## config.mk

```make
export PLATFORM = sky130hd
export DESIGN_NAME = candle_flicker_generator_core
export DESIGN_NICKNAME = d
export VERILOG_FILES = /design/src/hdl/cflk_pkg.sv /design/src/hdl/candle_flicker_generator_core.sv /design/src/hdl/cflk_cfg.sv /design/src/hdl/cflk_step.sv
export SDC_FILE = /design/constraint.sdc
export NUM_CORES = 1
export LEC_CHECK = 0
export ABC_CLOCK_PERIOD_IN_PS = 7310
export BUFFER_PORTS_ARGS = -buffer_cell sky130_fd_sc_hd__buf_2
export CORE_UTILIZATION = 30
export DETAILED_ROUTE_END_ITERATION = 12
export SETUP_SLACK_MARGIN = 0.4
export SLEW_MARGIN = 30
export SYNTH_ARGS = -nofsm -noshare
export SYNTH_HDL_FRONTEND = slang
export SYNTH_HIERARCHICAL = 1
export SYNTH_SLANG_ARGS = --single-unit
```

## constraint.sdc

```tcl
create_clock -name clk_i -period 7.31 [get_ports clk_i]
set_clock_uncertainty 0.15 [all_clocks]
set_input_delay 0.3655 -clock clk_i [delete_from_list [all_inputs] [get_ports clk_i]]
set_output_delay 0.3655 -clock clk_i [all_outputs]
set_load 0.01 [all_outputs]
```

## src/hdl/cflk_pkg.sv

```systemverilog
// cflk_pkg: shared types and constants of the candle flicker generator
// no dependencies; imported by cflk_cfg, cflk_step and the top level
`timescale 1ns / 1ps

package cflk_pkg;

  localparam int unsigned PaddrWidth = 3;
  localparam int unsigned PdataWidth = 32;

  // register byte addresses
  localparam logic [PaddrWidth-1:0] AddrDarkThreshold = 3'd0;

  localparam logic [7:0]  DarkThresholdReset = 8'd176;
  localparam logic [15:0] LfsrReset          = 16'h5AD3;
  localparam logic [7:0]  GoalReset          = 8'd127;
  localparam logic [7:0]  IntervalReset      = 8'd127;
  localparam logic [4:0]  BurstReset         = 5'd2;

  localparam logic [7:0]  GoalLow       = 8'd96;
  localparam logic [7:0]  GoalRecover   = 8'd128;
  localparam logic [7:0]  HighGoalBase  = 8'd160;  // 224 - 2*32, mod 256
  localparam logic [7:0]  QuietGoalMax  = 8'd16;
  localparam logic [7:0]  QuietMin      = 8'd8;
  localparam logic [7:0]  BurstInterval = 8'd5;
  localparam logic [4:0]  BurstFloor    = 5'h08;
  localparam logic [7:0]  IntervalFloor = 8'h20;

  typedef struct packed {
    logic [15:0] lfsr;
    logic [7:0]  level;
    logic [7:0]  second_level;
    logic [7:0]  goal;
    logic [7:0]  interval;
    logic [4:0]  burst_count;
    logic [7:0]  quiet_count;
    logic        recovering;
  } flick_state_t;

  localparam flick_state_t StateReset = '{
    lfsr:         LfsrReset,
    level:        8'd0,
    second_level: 8'd0,
    goal:         GoalReset,
    interval:     IntervalReset,
    burst_count:  BurstReset,
    quiet_count:  8'd0,
    recovering:   1'b0
  };

endpackage

```

## src/hdl/candle_flicker_generator_core.sv

```systemverilog
// candle_flicker_generator_core: two-stage candle flicker pipeline
// result passes through the input register and then the state/result register around
// cflk_step; throughput 1 item per cycle while out_stall_i is low
// reset: flicker state and threshold (176) set to reset values, valid flags cleared asynchronously
// depends on cflk_pkg, cflk_cfg, cflk_step
`timescale 1ns / 1ps

module candle_flicker_generator_core
  import cflk_pkg::*;
(
  input  logic                  clk_i,
  input  logic                  rst_ni,
  // tick channel
  input  logic                  in_valid_i,
  output logic                  in_stall_o,
  input  logic [7:0]            ambient_level_i,
  // result channel
  output logic                  out_valid_o,
  input  logic                  out_stall_i,
  output logic [7:0]            left_duty_o,
  output logic [7:0]            right_duty_o,
  output logic [7:0]            step_length_o,
  output logic                  outputs_enabled_o,
  // configuration port
  input  logic                  psel,
  input  logic                  penable,
  input  logic                  pwrite,
  input  logic [PaddrWidth-1:0] paddr,
  input  logic [PdataWidth-1:0] pwdata,
  output logic [PdataWidth-1:0] prdata,
  output logic                  pready
);

  logic [7:0]   dark_threshold;
  flick_state_t state_q, state_d;
  logic         en_comb;

  // input register stage
  logic         in_vld_q;
  logic [7:0]   amb_q;

  // result register stage
  logic         out_vld_q;
  logic [7:0]   left_q, right_q, len_q;
  logic         en_q;

  logic         advance;   // input stage item moves into result register
  logic         in_take;

  cflk_cfg u_cfg (
    .clk_i,
    .rst_ni,
    .psel,
    .penable,
    .pwrite,
    .paddr,
    .pwdata,
    .prdata,
    .pready,
    .dark_threshold_o (dark_threshold)
  );

  cflk_step u_step (
    .cur_i            (state_q),
    .ambient_level_i  (amb_q),
    .dark_threshold_i (dark_threshold),
    .nxt_o            (state_d),
    .enabled_o        (en_comb)
  );

  // result register frees when empty or being taken this cycle
  assign advance    = in_vld_q && (!out_vld_q || !out_stall_i);
  // input register can refill whenever it is empty or draining
  assign in_stall_o = in_vld_q && !advance;
  assign in_take    = in_valid_i && !in_stall_o;

  always_ff @(posedge clk_i or negedge rst_ni) begin
    if (!rst_ni) begin
      in_vld_q  <= 1'b0;
      out_vld_q <= 1'b0;
      state_q   <= StateReset;
    end else begin
      if (in_take) begin
        in_vld_q <= 1'b1;
      end else if (advance) begin
        in_vld_q <= 1'b0;
      end

      if (advance) begin
        out_vld_q <= 1'b1;
        state_q   <= state_d;   // state commits as the result is produced
      end else if (!out_stall_i) begin
        out_vld_q <= 1'b0;
      end
    end
  end

  // payload registers, no reset needed
  always_ff @(posedge clk_i) begin
    if (in_take) begin
      amb_q <= ambient_level_i;
    end
    if (advance) begin
      left_q  <= state_d.level;
      right_q <= state_d.second_level;
      len_q   <= state_d.interval;
      en_q    <= en_comb;
    end
  end

  assign out_valid_o       = out_vld_q;
  assign left_duty_o       = left_q;
  assign right_duty_o      = right_q;
  assign step_length_o     = len_q;
  assign outputs_enabled_o = en_q;

endmodule

```

## src/hdl/cflk_cfg.sv

```systemverilog
// cflk_cfg: apb register block holding the dark threshold
// depends on cflk_pkg
`timescale 1ns / 1ps

module cflk_cfg
  import cflk_pkg::*;
(
  input  logic                  clk_i,
  input  logic                  rst_ni,
  input  logic                  psel,
  input  logic                  penable,
  input  logic                  pwrite,
  input  logic [PaddrWidth-1:0] paddr,
  input  logic [PdataWidth-1:0] pwdata,
  output logic [PdataWidth-1:0] prdata,
  output logic                  pready,
  output logic [7:0]            dark_threshold_o
);

  logic [7:0] thresh_q, thresh_d;
  logic       sel_thresh;

  assign pready     = 1'b1;
  // low address bits are ignored, one word per register
  assign sel_thresh = (paddr[PaddrWidth-1:2] == AddrDarkThreshold[PaddrWidth-1:2]);

  always_comb begin
    thresh_d = thresh_q;
    if (psel && penable && pwrite && pready && sel_thresh) begin
      thresh_d = pwdata[7:0];
    end
  end

  always_ff @(posedge clk_i or negedge rst_ni) begin
    if (!rst_ni) begin
      thresh_q <= DarkThresholdReset;
    end else begin
      thresh_q <= thresh_d;
    end
  end

  assign prdata           = sel_thresh ? {{(PdataWidth-8){1'b0}}, thresh_q} : '0;
  assign dark_threshold_o = thresh_q;

endmodule

```

## src/hdl/cflk_step.sv

```systemverilog
// cflk_step: next-state logic of one flicker tick (goal draw, ramp, duties)
// depends on cflk_pkg
`timescale 1ns / 1ps

module cflk_step
  import cflk_pkg::*;
(
  input  flick_state_t cur_i,
  input  logic [7:0]   ambient_level_i,
  input  logic [7:0]   dark_threshold_i,
  output flick_state_t nxt_o,
  output logic         enabled_o
);

  flick_state_t drawn;
  logic [4:0]   bc_dec;
  logic         fb;
  logic [15:0]  lfsr_nx;

  always_comb begin
    drawn   = cur_i;
    bc_dec  = cur_i.burst_count - 5'd1;
    fb      = cur_i.lfsr[1] ^ cur_i.lfsr[2];
    lfsr_nx = {fb, cur_i.lfsr[15:1]};

    if (cur_i.level == cur_i.goal) begin
      if (cur_i.burst_count != 5'd0) begin
        // oscillation burst
        drawn.burst_count = bc_dec;
        drawn.recovering  = 1'b0;
        if (bc_dec < 5'd2) begin
          drawn.goal = GoalRecover;
        end else if (bc_dec[0]) begin
          drawn.goal = GoalLow;
        end else begin
          drawn.goal     = HighGoalBase + {2'b00, bc_dec, 1'b0};
          drawn.interval = cur_i.interval + 8'd1;
        end
      end else begin
        drawn.lfsr = lfsr_nx;
        if ((lfsr_nx[7:0] < QuietGoalMax) && (cur_i.quiet_count > QuietMin)) begin
          drawn.burst_count = lfsr_nx[12:8] | BurstFloor;
          drawn.interval    = BurstInterval;
          drawn.goal        = GoalRecover;
          drawn.quiet_count = 8'd0;
          drawn.recovering  = 1'b1;
        end else begin
          drawn.goal        = lfsr_nx[7:0];
          drawn.interval    = {1'b0, lfsr_nx[14:8]} | IntervalFloor;
          drawn.quiet_count = cur_i.quiet_count + 8'd1;
        end
      end
    end

    // ramp by one; equal goal still steps down
    if (cur_i.level < drawn.goal) begin
      drawn.level = cur_i.level + 8'd1;
    end else begin
      drawn.level = cur_i.level - 8'd1;
    end

    if ((drawn.burst_count != 5'd0) && !drawn.recovering) begin
      drawn.second_level = drawn.level;
    end else begin
      drawn.second_level = ~drawn.level;
    end

    enabled_o = (ambient_level_i <= dark_threshold_i);
    nxt_o     = enabled_o ? drawn : cur_i;
  end

endmodule
```

==> results.toml <==
[die]
die_width_um = 149.7
die-area_um2 = 22410
core_area_um2 = 21220
rows = 53
ios = 110
initial_core_util = 0.3084
die_h_um = 149.7

[power]
power.leakage_nw = 3.150
ir_drop_mv = 0.1737
p_int_mw = 1.803
pwr-share-seq = 0.331
p_switching_mw = 1.084
clkPwrFrac = 0.154
power_density_nw_per_um2 = 400.2
fin_total_pwr_mw = 2.887
p_comb_frac = 0.516
switching_share = 0.3756

[clock_tree]
clock_sinks = 104
cts_tree = "yes"
insertion_delay_ns = 0.35
postCtsHoldBufs = 0
htree_levels = 3
cts_setup_buffers = 0
cts-root-buf = "clkbuf_16"
ctsResizeCount = 0
cts_made_buffers = 9
cts_buffer_depth = 2
path_clk_slew_ns = 0.07

[worst_setup_path]
path_cells = "inv_1 -> ha_1 -> or3b_1 -> nor2_4 -> o21ai_4 -> o21ai_0 -> nor2_1 -> a21oi_1 -> ha_1 -> nand4_1 -> o21ai_0 -> a211oi_4 -> inv_1 -> ha_1 -> a21o_1 -> a21oi_1 -> o21ai_0 -> o41ai_1 -> xnor2_1 -> xor3_1 -> o21ai_1 -> mux2_4"
reg2reg_slack_ns = 1.12
critPathLaunch = "state_q[9]"
end_kind = "register"
r2r_start = "state_q[9]"
crit_path_max_fanout = 13
path_class = "reg -> reg"
slowest_stage = "or3b_1"
crit_required_ns = 7.45
arrival_ns = 6.33
max_stage_delay_ns = 0.51
critPathLaunchType = "register"

[cells_and_area]
syn2layout_area_growth_pct = 10.23
fin_nets = 693
nFillCells = 2143
drive_gt1_frac = 0.3446
final_cell_area_um2 = 7214
antenna_cells = 0

[timing]
final-setup-viol-count = 0
finalHoldViolCount = 17
rsz0062_at_grt = "false"
slew_viol_final = 0
tns_ns = 0
period_needed_ns = 6.190
worst_pin_slew_ns = 0.8067
whs_ns = -0.02438
slew_headroom = 0.4603
clock.fmax_ghz = 0.1615
fin_crit_sh = 0.8468

[global_route]
first_global_vias = 4051
grt_pass1_wl_um = 21020
track_usage = 0.1190
antenna_found_initial = 0
grt_max_degree = 72
overflow = 0

[detailed_routing]
wl_per_cell_um = 13.99
postRouteAntennaNets = 0
drc = 0
routed_wirelength_um = 12540
drt_pass1_iterations = 4
drt-vias-per-instance = 4.633
dr.first_iter.drc_count = 220
vias = 4151

[run_status]
status = "finished with violations"
violations = "hold timing"

[placement]
io_buffers = 58
placed_area_um2 = 6942
hpwl_um = 8701
routabilityCongestion = 0.8110

[yosys]
syn_area_um2 = 6545
yosys_warnings = 6
syn-instance-count = 566
avgSynthCellArea_um2 = 11.56

[job]
max-cap-violations = 0

[worst_hold_path]
worstHoldPathType = "in -> async"
==> per-layer routing <==
| metal | global-route usage | wire, µm |
|---|---|---|
| met5 | 0 | 0 |
| met4 | 0.04394 | 146 |
| met3 | 0.01555 | 307 |
| met2 | 0.1949 | 5907 |
| met1 | 0.1596 | 6173 |
==> through the flow <==
| stage | util | worst slack, ns | instances |
|---|---|---|---|
| 2_1_floorplan | - | 2.017 | 589 |
| 3_3_place_gp | 0.3262 | 1.190 | 879 |
| 3_5_place_dp | 0.3271 | 1.235 | 880 |
| 4_1_cts | 0.3397 | 1.160 | 896 |
| 5_1_grt | 0.3400 | 0.6198 | 896 |
| 6_report | 0.3400 | 1.120 | 896 |
==> cell type report <==
class	count	area, µm²	area share
multi-input cells	412	3354	0.4650
clock buffers	11	232.7	0.03226
repair buffers	65	359.1	0.04977
well taps	275	344.1	0.04769
flip-flops and latches	104	2800	0.3881
inverters	24	90.09	0.01249
clock inverters	5	33.78	0.004683
==> power by group through the flow <==
stage               combinational, mW  sequential, mW  clock, mW
floorplan                        1.19           0.961          0
CTS                              1.50           0.956      0.458
finish                           1.49           0.955      0.444
global route                     1.66           0.977      0.480
global placement                 1.48           0.961          0
detailed placement               1.49           0.962          0
==> state kept, by name, indices dropped and copies added, names as in the netlist <==
signal                  cells
state_q                    61
amb_q                       8
left_duty_o                 8
right_duty_o                8
step_length_o               8
u_cfg/dark_threshold_o      8
in_vld_q                    1
out_valid_o                 1
outputs_enabled_o           1
==> critical path, delay by kind of cell (launching register included) <==
kind	cells	cell delay, ns
AND/OR/NAND/NOR	4	1.08
flip-flops	1	0.48
AO/OA/AOI/OAI	10	2.39
multiplexers	1	0.16
buffers and inverters	2	0.38
adder cells (fa/ha/maj)	3	0.84
XOR/XNOR	2	0.65
==> final timing paths <==
path,end,cells past startpoint
worst max-delay path,state_q[37],22
worst min-delay path,in_vld_q,2
worst max register to register,state_q[37],22
worst min register to register,out_valid_o,1
max in group asynchronous,state_q[31],2
min in group clk_i,amb_q[4],1
==> placed cells by master (no fill, tap or decap), drive strengths merged, types with 9 or more instances in the layout <==
cell type,instances
clkbuf,11
nor2,32
o21ai,42
nor3,9
xor2,13
buf,65
inv,24
conb,25
xnor2,12
dfstp,26
ha,26
nand2,42
a21oi,26
edfxtp,33
o31ai,9
mux2,87
dfrtp,45
Note: power is estimated with default switching activity, not from simulation.
